===== src/hdl/fqsniff_pkg.sv =====
// shared types, character codes and helpers for the fastq/sam block sniffer
// no dependencies; imported by every module of the block
package fqsniff_pkg;

  localparam longint BLOCK_BYTES = 64'd16777216;
  localparam logic [23:0] SAT_LIM =
    ((BLOCK_BYTES - 64'd1) > 64'hFF_FFFF) ? 24'hFF_FFFF : 24'(BLOCK_BYTES - 64'd1);

  localparam int Q_DEPTH = 4;
  localparam int Q_AW    = $clog2(Q_DEPTH);

  localparam logic [23:0] THRESH_RST = 24'd255;

  localparam logic [7:0] CH_NL   = 8'h0A;
  localparam logic [7:0] CH_AT   = 8'h40;
  localparam logic [7:0] CH_PLUS = 8'h2B;
  localparam logic [7:0] CH_A  = 8'h41;
  localparam logic [7:0] CH_C  = 8'h43;
  localparam logic [7:0] CH_D  = 8'h44;
  localparam logic [7:0] CH_G  = 8'h47;
  localparam logic [7:0] CH_H  = 8'h48;
  localparam logic [7:0] CH_N  = 8'h4E;
  localparam logic [7:0] CH_O  = 8'h4F;
  localparam logic [7:0] CH_P  = 8'h50;
  localparam logic [7:0] CH_Q  = 8'h51;
  localparam logic [7:0] CH_R  = 8'h52;
  localparam logic [7:0] CH_S  = 8'h53;
  localparam logic [7:0] CH_T  = 8'h54;
  localparam logic [7:0] CH_LA = 8'h61;
  localparam logic [7:0] CH_LC = 8'h63;
  localparam logic [7:0] CH_LG = 8'h67;
  localparam logic [7:0] CH_LN = 8'h6E;
  localparam logic [7:0] CH_LT = 8'h74;

  // first and second letter of a sam header tag
  typedef enum logic [2:0] {
    C1_NONE, C1_H, C1_S, C1_R, C1_P, C1_C
  } c1_code_t;

  typedef enum logic [2:0] {
    C2_NONE, C2_D, C2_Q, C2_G, C2_O
  } c2_code_t;

  typedef enum logic [1:0] {
    VERD_BIN   = 2'd0,
    VERD_SAM   = 2'd1,
    VERD_SHORT = 2'd2,
    VERD_LONG  = 2'd3
  } verdict_t;

  typedef enum logic [1:0] {
    PH_HEAD = 2'd0,
    PH_SEQ  = 2'd1,
    PH_SEP  = 2'd2,
    PH_QUAL = 2'd3
  } phase_t;

  // one classified word between front and back
  typedef struct packed {
    logic     is_nl;
    logic     is_at;
    logic     is_plus;
    logic     is_base;
    c1_code_t c1;
    c2_code_t c2;
    logic     start;
    logic     last;
    logic     first;
    logic     cont;
  } qitem_t;

  function automatic logic [23:0] sat_inc(input logic [23:0] v);
    sat_inc = (v < SAT_LIM) ? v + 24'd1 : SAT_LIM;
  endfunction

  function automatic logic sam_head(input c1_code_t a, input c2_code_t b);
    sam_head = (a == C1_H && b == C2_D) || (a == C1_S && b == C2_Q) ||
               (a == C1_R && b == C2_G) || (a == C1_P && b == C2_G) ||
               (a == C1_C && b == C2_O);
  endfunction

endpackage


===== src/hdl/fqsniff_front.sv =====
// front end: takes input words and classifies each byte into a queue word
// depends on fqsniff_pkg
module fqsniff_front
  import fqsniff_pkg::*;
(
  input  logic       in_valid,
  output logic       in_stall,
  input  logic [7:0] in_data_byte,
  input  logic       in_block_start,
  input  logic       in_block_end,
  input  logic       in_first_block,
  input  logic       in_continues_sam,
  input  logic       q_full,
  output logic       q_push,
  output qitem_t     q_item
);

  assign in_stall = q_full;
  assign q_push   = in_valid && !q_full;

  always_comb begin
    q_item         = '0;
    q_item.is_nl   = (in_data_byte == CH_NL);
    q_item.is_at   = (in_data_byte == CH_AT);
    q_item.is_plus = (in_data_byte == CH_PLUS);
    q_item.start   = in_block_start;
    q_item.last    = in_block_end;
    q_item.first   = in_first_block;
    q_item.cont    = in_continues_sam;

    unique case (in_data_byte) inside
      CH_A, CH_C, CH_G, CH_T, CH_N, CH_LA, CH_LC, CH_LG, CH_LT, CH_LN:
        q_item.is_base = 1'b1;
      default: q_item.is_base = 1'b0;
    endcase

    unique case (in_data_byte)
      CH_H:    q_item.c1 = C1_H;
      CH_S:    q_item.c1 = C1_S;
      CH_R:    q_item.c1 = C1_R;
      CH_P:    q_item.c1 = C1_P;
      CH_C:    q_item.c1 = C1_C;
      default: q_item.c1 = C1_NONE;
    endcase

    unique case (in_data_byte)
      CH_D:    q_item.c2 = C2_D;
      CH_Q:    q_item.c2 = C2_Q;
      CH_G:    q_item.c2 = C2_G;
      CH_O:    q_item.c2 = C2_O;
      default: q_item.c2 = C2_NONE;
    endcase
  end

endmodule


===== src/hdl/fqsniff_queue.sv =====
// short fifo of classified words between front and back
// depends on fqsniff_pkg
module fqsniff_queue
  import fqsniff_pkg::*;
(
  input  logic   clk,
  input  logic   rst_n,
  input  logic   push,
  input  qitem_t push_item,
  input  logic   pop,
  output qitem_t head_item,
  output logic   nonempty,
  output logic   full
);

  qitem_t            mem [Q_DEPTH];
  logic [Q_AW-1:0]   wptr_r, wptr_nxt;
  logic [Q_AW-1:0]   rptr_r, rptr_nxt;
  logic [Q_AW:0]     cnt_r, cnt_nxt;

  assign nonempty  = (cnt_r != '0);
  assign full      = (cnt_r == (Q_AW+1)'(Q_DEPTH));
  assign head_item = mem[rptr_r];

  always_comb begin
    wptr_nxt = push ? wptr_r + 1'b1 : wptr_r;
    rptr_nxt = pop ? rptr_r + 1'b1 : rptr_r;
    cnt_nxt  = cnt_r;
    if (push && !pop) begin
      cnt_nxt = cnt_r + 1'b1;
    end else if (pop && !push) begin
      cnt_nxt = cnt_r - 1'b1;
    end
  end

  always_ff @(posedge clk) begin
    if (!rst_n) begin
      wptr_r <= '0;
      rptr_r <= '0;
      cnt_r  <= '0;
    end else begin
      wptr_r <= wptr_nxt;
      rptr_r <= rptr_nxt;
      cnt_r  <= cnt_nxt;
    end
  end

  always_ff @(posedge clk) begin
    if (push) begin
      mem[wptr_r] <= push_item;
    end
  end

endmodule


===== src/hdl/fqsniff_back.sv =====
// back end: per-block line checks, counters, verdict and the output register
// depends on fqsniff_pkg
module fqsniff_back
  import fqsniff_pkg::*;
(
  input  logic        clk,
  input  logic        rst_n,
  input  logic        cfg_wr_en,
  input  logic [23:0] cfg_wr_data,
  input  qitem_t      q_item,
  input  logic        q_nonempty,
  output logic        q_pop,
  output logic        out_valid,
  input  logic        out_stall,
  output logic        out_newline_valid,
  output logic [23:0] out_newline_pos,
  output logic        out_verdict_valid,
  output logic [1:0]  out_verdict,
  output logic [23:0] out_max_seq_len
);

  logic [23:0] thresh_r;
  logic [23:0] off_r, off_nxt;
  logic [23:0] line_len_r, line_len_nxt;
  phase_t      phase_r, phase_nxt;
  logic [23:0] seq_len_r, seq_len_nxt;
  logic [23:0] longest_r, longest_nxt;
  c1_code_t    h1_r, h1_nxt;
  c2_code_t    h2_r, h2_nxt;
  logic        f_cont_r, f_cont_nxt;
  logic        f_first_r, f_first_nxt;
  logic        f_at_r, f_at_nxt;
  logic        f_fail_r, f_fail_nxt;
  logic        f_head_r, f_head_nxt;
  logic        fault_r, fault_nxt;

  logic        res;
  logic        nl_v;
  logic [23:0] nl_pos;
  verdict_t    verd;
  logic [23:0] maxlen;

  logic        ov_r;
  logic        onl_v_r;
  logic [23:0] onl_pos_r;
  logic        oend_r;
  verdict_t    overd_r;
  logic [23:0] omax_r;

  // room when the output register is empty or being taken
  assign q_pop = q_nonempty && (!ov_r || !out_stall);

  always_comb begin : p_step
    logic [23:0] pos;
    logic        sam;
    logic        bad;
    bad          = 1'b0;
    off_nxt      = off_r;
    line_len_nxt = line_len_r;
    phase_nxt    = phase_r;
    seq_len_nxt  = seq_len_r;
    longest_nxt  = longest_r;
    h1_nxt       = h1_r;
    h2_nxt       = h2_r;
    f_cont_nxt   = f_cont_r;
    f_first_nxt  = f_first_r;
    f_at_nxt     = f_at_r;
    f_fail_nxt   = f_fail_r;
    f_head_nxt   = f_head_r;
    fault_nxt    = fault_r;
    nl_v         = 1'b0;
    nl_pos       = '0;
    verd         = VERD_BIN;
    maxlen       = '0;

    // a byte with block_start set, or with no block open, starts one
    if (q_item.start || off_r == '0) begin
      off_nxt      = '0;
      line_len_nxt = '0;
      phase_nxt    = PH_HEAD;
      seq_len_nxt  = '0;
      longest_nxt  = '0;
      h1_nxt       = C1_NONE;
      h2_nxt       = C2_NONE;
      f_cont_nxt   = q_item.cont;
      f_first_nxt  = q_item.first;
      f_at_nxt     = 1'b0;
      f_fail_nxt   = 1'b0;
      f_head_nxt   = 1'b0;
      fault_nxt    = 1'b0;
    end
    pos = off_nxt;

    if (pos == 24'd0 && q_item.is_at) f_at_nxt = 1'b1;
    if (pos == 24'd1) h1_nxt = q_item.c1;
    if (pos == 24'd2) h2_nxt = q_item.c2;
    if (pos == 24'd3 && f_first_nxt && f_at_nxt && sam_head(h1_nxt, h2_nxt)) begin
      f_head_nxt = 1'b1;
    end
    sam = f_cont_nxt || f_head_nxt;

    if (q_item.is_nl) begin
      if (sam) begin
        nl_v = 1'b1;
      end else if (f_at_nxt && !f_fail_nxt) begin
        bad = fault_nxt;
        if (phase_nxt == PH_QUAL && line_len_nxt != seq_len_nxt) bad = 1'b1;
        if (phase_nxt == PH_SEQ) begin
          seq_len_nxt = line_len_nxt;
          if (line_len_nxt > longest_nxt) longest_nxt = line_len_nxt;
        end
        if (bad) f_fail_nxt = 1'b1;
        else nl_v = 1'b1;
      end
      phase_nxt    = phase_t'(phase_nxt + 2'd1);
      line_len_nxt = '0;
      fault_nxt    = 1'b0;
    end else begin
      if (phase_nxt == PH_HEAD && line_len_nxt == '0 && !q_item.is_at) fault_nxt = 1'b1;
      if (phase_nxt == PH_SEQ && !q_item.is_base) fault_nxt = 1'b1;
      if (phase_nxt == PH_SEP && line_len_nxt == '0 && !q_item.is_plus) fault_nxt = 1'b1;
      line_len_nxt = sat_inc(line_len_nxt);
    end
    if (nl_v) nl_pos = pos;
    off_nxt = sat_inc(off_nxt);

    if (q_item.last) begin
      if (sam) begin
        verd = VERD_SAM;
      end else if (f_at_nxt && !f_fail_nxt && longest_nxt != '0) begin
        verd   = (longest_nxt > thresh_r) ? VERD_LONG : VERD_SHORT;
        maxlen = longest_nxt;
      end
      off_nxt      = '0;
      line_len_nxt = '0;
      phase_nxt    = PH_HEAD;
      seq_len_nxt  = '0;
      longest_nxt  = '0;
      h1_nxt       = C1_NONE;
      h2_nxt       = C2_NONE;
      f_cont_nxt   = 1'b0;
      f_first_nxt  = 1'b0;
      f_at_nxt     = 1'b0;
      f_fail_nxt   = 1'b0;
      f_head_nxt   = 1'b0;
      fault_nxt    = 1'b0;
    end
  end

  assign res = nl_v || q_item.last;

  always_ff @(posedge clk) begin
    if (!rst_n) begin
      thresh_r   <= THRESH_RST;
      off_r      <= '0;
      line_len_r <= '0;
      phase_r    <= PH_HEAD;
      seq_len_r  <= '0;
      longest_r  <= '0;
      h1_r       <= C1_NONE;
      h2_r       <= C2_NONE;
      f_cont_r   <= 1'b0;
      f_first_r  <= 1'b0;
      f_at_r     <= 1'b0;
      f_fail_r   <= 1'b0;
      f_head_r   <= 1'b0;
      fault_r    <= 1'b0;
      ov_r       <= 1'b0;
    end else begin
      if (cfg_wr_en) begin
        thresh_r <= cfg_wr_data;
      end
      if (q_pop) begin
        off_r      <= off_nxt;
        line_len_r <= line_len_nxt;
        phase_r    <= phase_nxt;
        seq_len_r  <= seq_len_nxt;
        longest_r  <= longest_nxt;
        h1_r       <= h1_nxt;
        h2_r       <= h2_nxt;
        f_cont_r   <= f_cont_nxt;
        f_first_r  <= f_first_nxt;
        f_at_r     <= f_at_nxt;
        f_fail_r   <= f_fail_nxt;
        f_head_r   <= f_head_nxt;
        fault_r    <= fault_nxt;
      end
      if (q_pop && res) begin
        ov_r <= 1'b1;
      end else if (!out_stall) begin
        ov_r <= 1'b0;
      end
    end
  end

  always_ff @(posedge clk) begin
    if (q_pop && res) begin
      onl_v_r   <= nl_v;
      onl_pos_r <= nl_pos;
      oend_r    <= q_item.last;
      overd_r   <= verd;
      omax_r    <= maxlen;
    end
  end

  assign out_valid         = ov_r;
  assign out_newline_valid = onl_v_r;
  assign out_newline_pos   = onl_pos_r;
  assign out_verdict_valid = oend_r;
  assign out_verdict       = overd_r;
  assign out_max_seq_len   = omax_r;

endmodule


===== src/hdl/fastq_sam_block_sniffer_top.sv =====
// fastq/sam block sniffer: one byte per word, classifies each block.
// a result is registered: its byte is written to the queue, then the back end's
// step loads the output register. throughput: one byte per cycle while out_stall
// is low; a four-word queue lets front and back stall apart.
// reset (rst_n low, synchronous) empties the queue and output, clears the block
// state and sets the long-read threshold to 255.
module fastq_sam_block_sniffer_top
  import fqsniff_pkg::*;
(
  input  logic        clk,
  input  logic        rst_n,
  input  logic        cfg_wr_en,
  input  logic [23:0] cfg_wr_data,
  input  logic        in_valid,
  output logic        in_stall,
  input  logic [7:0]  in_data_byte,
  input  logic        in_block_start,
  input  logic        in_block_end,
  input  logic        in_first_block,
  input  logic        in_continues_sam,
  output logic        out_valid,
  input  logic        out_stall,
  output logic        out_newline_valid,
  output logic [23:0] out_newline_pos,
  output logic        out_verdict_valid,
  output logic [1:0]  out_verdict,
  output logic [23:0] out_max_seq_len
);

  qitem_t push_item;
  qitem_t head_item;
  logic   q_push;
  logic   q_pop;
  logic   q_full;
  logic   q_nonempty;

  fqsniff_front u_front (
    .in_valid         (in_valid),
    .in_stall         (in_stall),
    .in_data_byte     (in_data_byte),
    .in_block_start   (in_block_start),
    .in_block_end     (in_block_end),
    .in_first_block   (in_first_block),
    .in_continues_sam (in_continues_sam),
    .q_full           (q_full),
    .q_push           (q_push),
    .q_item           (push_item)
  );

  fqsniff_queue u_queue (
    .clk       (clk),
    .rst_n     (rst_n),
    .push      (q_push),
    .push_item (push_item),
    .pop       (q_pop),
    .head_item (head_item),
    .nonempty  (q_nonempty),
    .full      (q_full)
  );

  fqsniff_back u_back (
    .clk               (clk),
    .rst_n             (rst_n),
    .cfg_wr_en         (cfg_wr_en),
    .cfg_wr_data       (cfg_wr_data),
    .q_item            (head_item),
    .q_nonempty        (q_nonempty),
    .q_pop             (q_pop),
    .out_valid         (out_valid),
    .out_stall         (out_stall),
    .out_newline_valid (out_newline_valid),
    .out_newline_pos   (out_newline_pos),
    .out_verdict_valid (out_verdict_valid),
    .out_verdict       (out_verdict),
    .out_max_seq_len   (out_max_seq_len)
  );

  // every result word carries a newline or a block end
  a_result_cause: assert property (@(posedge clk) disable iff (!rst_n)
    out_valid |-> (out_newline_valid || out_verdict_valid))
    else $error("result word with neither newline nor verdict");

  // a length is only reported with a fastq verdict
  a_len_fastq: assert property (@(posedge clk) disable iff (!rst_n)
    (out_valid && out_max_seq_len != 24'd0) |->
      (out_verdict == VERD_SHORT || out_verdict == VERD_LONG))
    else $error("sequence length given without fastq verdict");

  // full queue cannot also be empty, and the front stalls exactly on full
  a_queue_full: assert property (@(posedge clk) disable iff (!rst_n)
    q_full |-> (q_nonempty && in_stall && !q_push))
    else $error("queue full handling broken");

  // the back end never pops an empty queue
  a_pop_nonempty: assert property (@(posedge clk) disable iff (!rst_n)
    q_pop |-> q_nonempty)
    else $error("pop from empty queue");

  // output register empty right after reset
  a_reset_out: assert property (@(posedge clk)
    !rst_n |=> !out_valid)
    else $error("result valid after reset");

endmodule


===== config.mk =====
export PLATFORM = sky130hd
export DESIGN_NAME = fastq_sam_block_sniffer_top
export DESIGN_NICKNAME = d
export VERILOG_FILES = /design/src/hdl/fqsniff_pkg.sv /design/src/hdl/fqsniff_front.sv /design/src/hdl/fqsniff_queue.sv /design/src/hdl/fqsniff_back.sv /design/src/hdl/fastq_sam_block_sniffer_top.sv
export SDC_FILE = /design/constraint.sdc
export NUM_CORES = 1
export LEC_CHECK = 0
export BUFFER_PORTS_ARGS = -buffer_cell sky130_fd_sc_hd__buf_2
export CORE_AREA = 2 2 153 155
export CTS_BUF_LIST = sky130_fd_sc_hd__clkbuf_16
export DETAILED_ROUTE_END_ITERATION = 8
export DIE_AREA = 0 0 155 157
export GPL_TIMING_DRIVEN = 0
export MAX_ROUTING_LAYER = met4
export PLACE_DENSITY_LB_ADDON = 0.25
export RECOVER_POWER = 25
export SETUP_SLACK_MARGIN = 0.5
export SYNTH_ARGS = -nofsm -noshare
export SYNTH_HDL_FRONTEND = slang
export SYNTH_HIERARCHICAL = 1
export SYNTH_SLANG_ARGS = --single-unit
export TNS_END_PERCENT = 30

===== constraint.sdc =====
create_clock -name clk -period 11.9 [get_ports clk]
set_input_delay 2.38 -clock clk [delete_from_list [all_inputs] [get_ports clk]]
set_output_delay 2.38 -clock clk [all_outputs]
set_load 0.01 [all_outputs]

### Yosys cells after proc, flatten, opt, wreduce, memory -nomap -nowiden

Memories as Yosys holds them, arrays and structs flattened. A register that Yosys moved wholly into a read port is not among the register bits.
Index checks and enable logic that the tools add are counted.

* RAM bits: 56
* input bits: 41
* memories: 1
* flip-flop bits (word level): 194

* equal/unequal tests: 38
* mux-type cells: 73
* add/sub/neg operators: 7
* bitwise operators: 2
* reductions and logical operators: 50
* magnitude comparators: 4

Memory list
* u_queue.mem: words 4, width 14, rd ports 1, clocked after memory_dff 1, write ports 1, RTL line fqsniff_queue.sv:16 `qitem_t mem [Q_DEPTH];`

Operator list (count)
* 24-bit 2-to-1 mux: 20
* 8-bit by 7-bit equality test with 1-bit output (second input constant): 18
* 24-bit zero test: 3
* 24-bit by 1-bit adder with 24-bit output (second input constant): 2
* 24-bit by 2-bit equality test with 1-bit output (second input constant): 2
* 24-bit greater-than comparator: 2
* 24-bit < comparator (second input constant): 2
* 1-bit 2-to-1 mux: 38
* 24-bit by 1-bit equality test with 1-bit output (second input constant): 1
* 3-bit 2-to-1 mux: 8
* 24-bit inequality test: 1
* 24-bit nonzero test: 1
* 1-bit logical AND: 23
* 3-bit case mux with 5 select lines: 1
* 3-bit by 2-bit equality test with 1-bit output (second input constant): 4
* 3-bit equality test (second input constant): 4
* 3-bit case mux with 4 select lines: 1
* 1-bit zero test: 10
* 2-bit 2-to-1 mux: 5
* 10-bit OR reduction: 1
* 8-bit by 4-bit equality test with 1-bit output (second input constant): 1
* 8-bit by 6-bit equality test with 1-bit output (second input constant): 1
* 1-bit logical OR: 8
* 2-bit by 1-bit adder with 2-bit output (second input constant): 3
* other kinds (11): 14

### Logic depth before layout (Yosys ltp)

Gate-level depths: netlist of the first run.

* word-level depth: 25
* depth in mapped cells: 31
* gate-level depth less buffers: 26

### By module

Netlist of the first run, hierarchy kept.

By module, submodules not included
* fqsniff_back: times used 1, cells each 1176, area each 10603.9 sq um
* fqsniff_queue: times used 1, cells each 116, area each 2494.9 sq um
* fqsniff_front: times used 1, cells each 44, area each 304.0 sq um

### Least setup slack after synthesis of the first run

No wires, ideal clock.

* kind: reg2reg
* start: reg with a tool-made name
* end: reg u_back.overd_r[0], in the netlist u_back/out_verdict[0], data pin
* stages on the path, launching flop included: 32
* arrival time: 6.441 ns
* buffers on the path: 7
* setup slack: 5.202 ns
* cell sequence: dfxtp_1 -> buf_6 -> buf_12 -> mux4_2 -> a31oi_2 -> clkbuf_1 -> clkbuf_1 -> buf_1 -> clkbuf_1 -> nand2_1 -> ha_1 -> a41oi_1 -> o21ai_0 -> a21o_1 -> a2111oi_0 -> o211ai_1 -> o211ai_4 -> or2_1 -> or2_0 -> buf_2 -> mux2i_1 -> ha_1 -> nor2b_1 -> o21a_1 -> o21a_1 -> o21ai_0 -> a21oi_1 -> a211oi_1 -> o21bai_1 -> o21ai_0 -> a41oi_1 -> a32o_1

RTL lines
* end signal: assignment: RTL line fqsniff_back.sv:201 `overd_r <= verd;`
* end: declaration: RTL line fqsniff_back.sv:47 `verdict_t overd_r;`

==> results of run 1 <==
[kinds of logic (layout without fill, tap and decap cells)]
group	count (synthesis)	in the layout
and+or+nand+nor	469	469
AOI/OAI and AO/OA	294	294
DFF	252	252
buffers and inverters	160	299
adders and majority gates	64	64
muxes	54	54
xor gates and xnor gates	43	43
[Yosys cell counts (all sizes together) (23+ instances only)]
master and count:
dfxtp 144, nand2 126, edfxtp 108, o21ai 80, clkbuf 66, nor2b 66
inv 64, ha 63, nor2 63, and2 50, a22o 49, a21oi 42
mux2i 40, nand3 32, buf 29, xor2 26, nor3 25, nor4 25
a21boi 23
[power breakdown]
part	leakage, µW	switching, µW	total (µW)	internal, µW
Combinational	0.00326	531	753	223
Sequential	0.00217	44.0	1110	1060
Clock	0.000440	339	830	491
Total	0.00587	914	2690	1780
[area by class of cell]
cell class                      instances  area share, %
Clock inverter                         21           1.24
Tap cell                              285           2.37
Sequential cell                       252           40.8
Timing Repair Buffer                   90           2.77
Multi-Input combinational cell        924           43.6
Clock buffer                           28           4.67
Buffer                                 95           2.95
Inverter                               65           1.62
[state kept, by name, summed over array words and instances (netlist names), 24 cells and up, named ones only]
signal,cells
u_back/out_newline_pos,24
u_queue/mem,56
u_back/off_r,24
u_back/thresh_r,24
u_back/seq_len_r,24
u_back/out_max_seq_len,24
u_back/line_len_r,24
u_back/longest_r,24
[path summary, 6_finish.rpt]
path / to / slack [ps] / cells after the start
worst min register to register: u_back/h1_r[0] / 480 / 2
worst max-delay path: u_back/out_verdict[0] / 2350 / 31
worst min-delay path: u_back/h1_r[0] / 480 / 2
worst max register to register: u_back/out_verdict[0] / 2350 / 31
[critical path: cells and delay by family (launching register included)]
kind	cells	cell delay [ps]
AOI/OAI and AO/OA	16	3770
buffers and inverters	7	2960
muxes	2	970
adders and majority gates	2	650
and+or+nand+nor	4	600
DFF	1	300
[through the flow]
step	power (µW)	setup slack [ps]	hold WS (ps)
floorplan	1580	5200	443
finish	2690	2350	477
detailed placement	1880	2860	460
CTS	2710	2770	469
global placement	1860	2990	453
global route	2800	1910	502
[metal layers]
metal / global-route usage [%] / part of all wire [%] / up-vias
li1: - / - / 5066
met1: 38.1 / 43 / 5085
met2: 44.6 / 45 / 502
met3: 4.27 / 7.9 / 105
met4: 12.4 / 4.1 / 0
met5: - / 0 / -
==> key figures, run 1 <==
Outcome
  – Outcome: finished clean

Placement
  – DP HPWL: 24,900 µm
  – Final Wtd Congestion: 0.952
  – Placed instance count: 1,711
  – Placement Cell Area: 14,200 µm²
  – Port Buffers: 89

Layout
  – Ant diodes: 0
  – Final core occ: 66.7%
  – Footprint of the multi-input gates: 6550 µm²
  – Share of cells above drive strength 1: 11.1%
  – Most common cell after layout, fill and taps aside: dfxtp_1
  – Fillers: 1,829
  – Area Growth Syn to Fin: 12.1%
  – Final non-filler cell total: 1,760
  – Register area: 6130 µm²
  – Final Net Count: 1,560
  – Final Cell Area: 15,000 µm²
  – Most frequent cells in the layout: dfxtp_1, nand2_1, clkbuf_1

Critical path
  – Worst path arrival time: 9830 ps
  – Worst setup EP type: flip-flop
  – Crit path kind: flip-flop to flip-flop
  – Critical Path RT: 12,170 ps
  – Most used cell, CP: clkbuf_1
  – Worst-path fanout max: 10
  – Max incr delay on CP: 600 ps
  – Critical path's slowest cell: mux4_2
  – Critical Path Start Type: flip-flop

Clock tree
  – Post-CTS Resized: 0
  – Setup bufs post-CTS: 0
  – CTS tree: done
  – Clock sink count: 252
  – Longest Clk Path Bufs: 3
  – Worst-skew pair later-pin latency: 530 ps
  – CTS root buf: clkbuf_16
  – H-tree Lvls: 1
  – Clk slew on worst S/H paths: 60 ps
  – Cts hold-fix bufs: 0
  – CTS Buf Count: 27

Logic synthesis
  – Yosys warns: 6
  – Post-synth top area share: 24.2%
  – Post-synth EDFFs: 108
  – Register area share after synthesis: 45.7%
  – Post-synthesis instance area: 13,400 µm²
  – Largest family of logic cells by synthesized area: simple AND/OR/NAND/NOR gates
  – Largest cells by area after synthesis: edfxtp_1, dfxtp_1, ha_1
  – Predominant post-synthesis flop cell: dfxtp_1
  – Syn nets: 1,441
  – Avg Inst Size Synth: 10.0 µm²
  – Async S/R FF share, synth: 0%
  – Post-synthesis compound-gate area fraction: 15.5%
  – Synth cell types: 85
  – Post-synthesis mux area share: 5.70%
  – Post-synth top area cell: edfxtp_1
  – Post-synthesis simple-gate area fraction: 19.0%
  – Synthesis-stage register bit count: 252
  – Synth Instances: 1,336
  – Adder-cell share of the synthesized area: 6.03%
  – Post-synthesis xor/xnor area fraction: 2.81%

Drt
  – First DRT Iteration DRCs: 1,141
  – Final ANT Viol Nets: 0
  – Via count of the routed design: 10,800
  – Wirelength per Cell: 19.6 µm
  – Final WL: 34,500 µm
  – DRC viols: 0
  – Via-to-Cell Ratio: 6.11
  – Iteration count of the initial detailed-routing pass: 6

GRT
  – Grt ovf: 0
  – Vias in the first global route: 10,100
  – All-Layer GR Usage: 28.8%
  – Global-route wire length before repair: 54,000 µm
  – Initial antenna violation count: 0
  – Largest net degree at the start of global routing: 39

Floorplanning
  – Die area: 24,300 µm²
  – Chip height: 157 µm
  – Initial core utilization: 59.6%
  – # IOs: 95
  – Core area: 22,500 µm²
  – Rows: 55
  – Die width: 155 µm

Timing
  – Clock skew: 11.1 ps
  – Fin crit period: 9550 ps
  – Slew headroom: 37.6%
  – Setup TNS: 0 ps
  – Final Hold Viols: 0
  – FMAX: 105 MHz
  – Final Max Tran Viols: 0
  – Unrepaired setup endpoints after global routing: false
  – Least-Margin Pin Slew: 936 ps
  – Count of final setup violators: 0
  – Final worst path period share: 80.3%

Worst hold path
  – Hold Path Origin: u_back/h1_r[0]
  – Worst hold-check path type: flip-flop to flip-flop

Power
  – Leakage: 0.00587 µW
  – Max VDD drop: 0.113 mV
  – Pwr Density: 179 nW/µm²

Job
  – # Max-Cap Violations: 0
Power figures use the tool's default switching activity.
==> inputs of run 2 (changes only) <==
==> constraint.sdc (replaced) <==
create_clock -name clk -period 9.16 [get_ports clk]
set_input_delay 1.832 -clock clk [delete_from_list [all_inputs] [get_ports clk]]
set_output_delay 1.832 -clock clk [all_outputs]
set_load 0.01 [all_outputs]
==> run 2 against run 1 <==
Register-to-register slack got worse by 1600 ps; cell count unchanged; largest power group unchanged; highest routed layer unchanged; critical path type unchanged; global-route usage about the same; sequential share of layout area about the same.
==> key figures, run 2 (same netlist as run 1, synthesis figures left out) <==
Outcome
  – Outcome: finished clean (unchanged)

Clock tree
  – Post-CTS Resized: 3 (was 0)
  – H-tree Lvls: 1 (unchanged)
  – Longest Clk Path Bufs: 3 (unchanged)
  – CTS Buf Count: 27 (unchanged)
  – Clock sink count: 252 (unchanged)
  – Clk slew on worst S/H paths: 60 ps (about the same)
  – Worst-skew pair later-pin latency: 530 ps (about the same)
  – Cts hold-fix bufs: 0 (unchanged)
  – Setup bufs post-CTS: 0 (unchanged)
  – CTS tree: done (unchanged)
  – CTS root buf: clkbuf_16 (unchanged)

Floorplanning
  – Core area: 22,500 µm² (unchanged)
  – # IOs: 95 (unchanged)
  – Initial core utilization: 59.6% (unchanged)
  – Die area: 24,300 µm² (unchanged)
  – Rows: 55 (unchanged)
  – Chip height: 157 µm (unchanged)
  – Die width: 155 µm (unchanged)

Drt
  – Wirelength per Cell: 19.6 µm (about the same)
  – Final ANT Viol Nets: 0 (unchanged)
  – Top Metal Used: met4 (unchanged)
  – Final WL: 34,500 µm (about the same)
  – DRC viols: 0 (unchanged)
  – Via count of the routed design: 10,800 (about the same)
  – Met2 wire length: 15,500 µm (about the same)
  – First DRT Iteration DRCs: 1,106 (was 1,141)
  – Iteration count of the initial detailed-routing pass: 6 (unchanged)
  – Via-to-Cell Ratio: 6.14 (was 6.11)
  – Metal-1 WL: 14,700 µm (was 14,900 µm)
  – WL met3: 2820 µm (was 2740 µm)

Critical path
  – CP Buf/Inv Count: 7 (unchanged)
  – Critical Path Start Type: flip-flop (unchanged)
  – Crit-path leading delay family: compound AO/OA/AOI/OAI gates (unchanged)
  – Worst-path fanout max: 10 (unchanged)
  – Worst path arrival time: 8730 ps (was 9830 ps)
  – Crit path kind: flip-flop to flip-flop (unchanged)
  – Critical Path RT: 9430 ps (was 12,170 ps)
  – Worst setup EP type: flip-flop (unchanged)
  – Max incr delay on CP: 610 ps (was 600 ps)
  – Most used cell, CP: clkbuf_2 (was clkbuf_1)
  – Critical path's slowest cell: mux4_2 (unchanged)

Timing
  – FMAX: 118 MHz (was 105 MHz)
  – Fin crit period: 8450 ps (was 9550 ps)
  – Least-Margin Pin Slew: 922 ps (was 936 ps)
  – Clock skew: 12.9 ps (was 11.1 ps)
  – Count of final setup violators: 0 (unchanged)
  – Slew headroom: 38.5% (was 37.6%)
  – Final worst path period share: 92.3% (was 80.3%)
  – Final Hold Viols: 0 (unchanged)
  – Setup TNS: 0 ps (unchanged)
  – Fin worst setup slack: 705 ps (was 2350 ps)
  – Unrepaired setup endpoints after global routing: false (unchanged)
  – Final Max Tran Viols: 0 (unchanged)

Placement
  – Final Wtd Congestion: 0.952 (unchanged)
  – DP HPWL: 24,900 µm (unchanged)
  – Dpl ws: 117 ps (was 2860 ps)
  – Placed instance count: 1,711 (unchanged)
  – Port Buffers: 89 (unchanged)

Layout
  – Area Growth Syn to Fin: 12.2% (was 12.1%)
  – Final non-filler cell total: 1,760 (unchanged)
  – Most frequent cells in the layout: dfxtp_1, nand2_1, clkbuf_1 (unchanged)
  – Footprint of the multi-input gates: 6560 µm² (was 6550 µm²)
  – Max FFs per register: 56 (unchanged)
  – Final Net Count: 1,560 (unchanged)
  – Fillers: 1,829 (unchanged)
  – Most common cell after layout, fill and taps aside: dfxtp_1 (unchanged)
  – Register area: 6130 µm² (unchanged)
  – Share of cells above drive strength 1: 11.4% (was 11.1%)
  – Largest Register: u_queue/mem (unchanged)
  – Ant diodes: 0 (unchanged)

GRT
  – Vias in the first global route: 10,100 (about the same)
  – Grt ovf: 0 (unchanged)
  – Largest net degree at the start of global routing: 39 (unchanged)
  – All-Layer GR Usage: 28.8% (about the same)
  – Initial antenna violation count: 0 (unchanged)
  – Global-route wire length before repair: 54,000 µm (about the same)

Power
  – Pwr Density: 233 nW/µm² (was 179 nW/µm²)
  – Max VDD drop: 0.146 mV (was 0.113 mV)
  – Leakage: 0.00588 µW (was 0.00587 µW)

Job
  – # Max-Cap Violations: 0 (unchanged)

Worst hold path
  – Worst hold-check path type: flip-flop to flip-flop (unchanged)
[run 2: path summary, 6_finish.rpt]
path,start,cells after the start,endpoint,slack [ps]
worst min register to register,u_back/h1_r[0],2,u_back/h1_r[0],480
worst min-delay path,u_back/h1_r[0],2,u_back/h1_r[0],480
worst max-delay path,flip-flop,31,u_back/out_verdict[0],710
worst max register to register,flip-flop,31,u_back/out_verdict[0],710
[run 2: stage by stage]
step	cell area (µm²)	total power, µW	hold slack [ps]	util (%)
6_report	15000	3500	476	66.8
5_1_grt	15000	3640	502	66.8
4_1_cts	15100	3530	469	67.2
3_5_place_dp	14200	2440	460	63.2
3_3_place_gp	14200	2410	453	63.1
2_1_floorplan	13400	2060	443	-
[run 2: where the power goes]
group | leakage [µW] | switching [µW] | internal (µW)
clock | 0.000440 | 440 | 638
sequential | 0.00217 | 57.6 | 1380
combinational | 0.00327 | 694 | 291
[run 2: cell type report]
cell class                 instances  area share (%)
clock buffer                      28            4.66
timing repair buffer              90            2.76
sequential                       252            40.8
multi-input combinational        924            43.6
buffer                            95            2.98
tap                              285            2.37
inverter                          65            1.62
clock inverter                    21            1.24
[run 2: layer usage]
metal,up-vias,GRT usage [%]
li1,5063,-
met1,5127,38.0
met2,500,44.7
met3,108,4.27
met4,0,12.4
met5,-,-
[run 2: worst register-to-register path, delay by kind of cell, from the launching register on]
kind	cells	cell delay [ps]
buffers and inverters	7	2230
adders and majority gates	2	630
and+or+nand+nor	4	560
AOI/OAI and AO/OA	16	3490
muxes	2	990
DFF	1	300
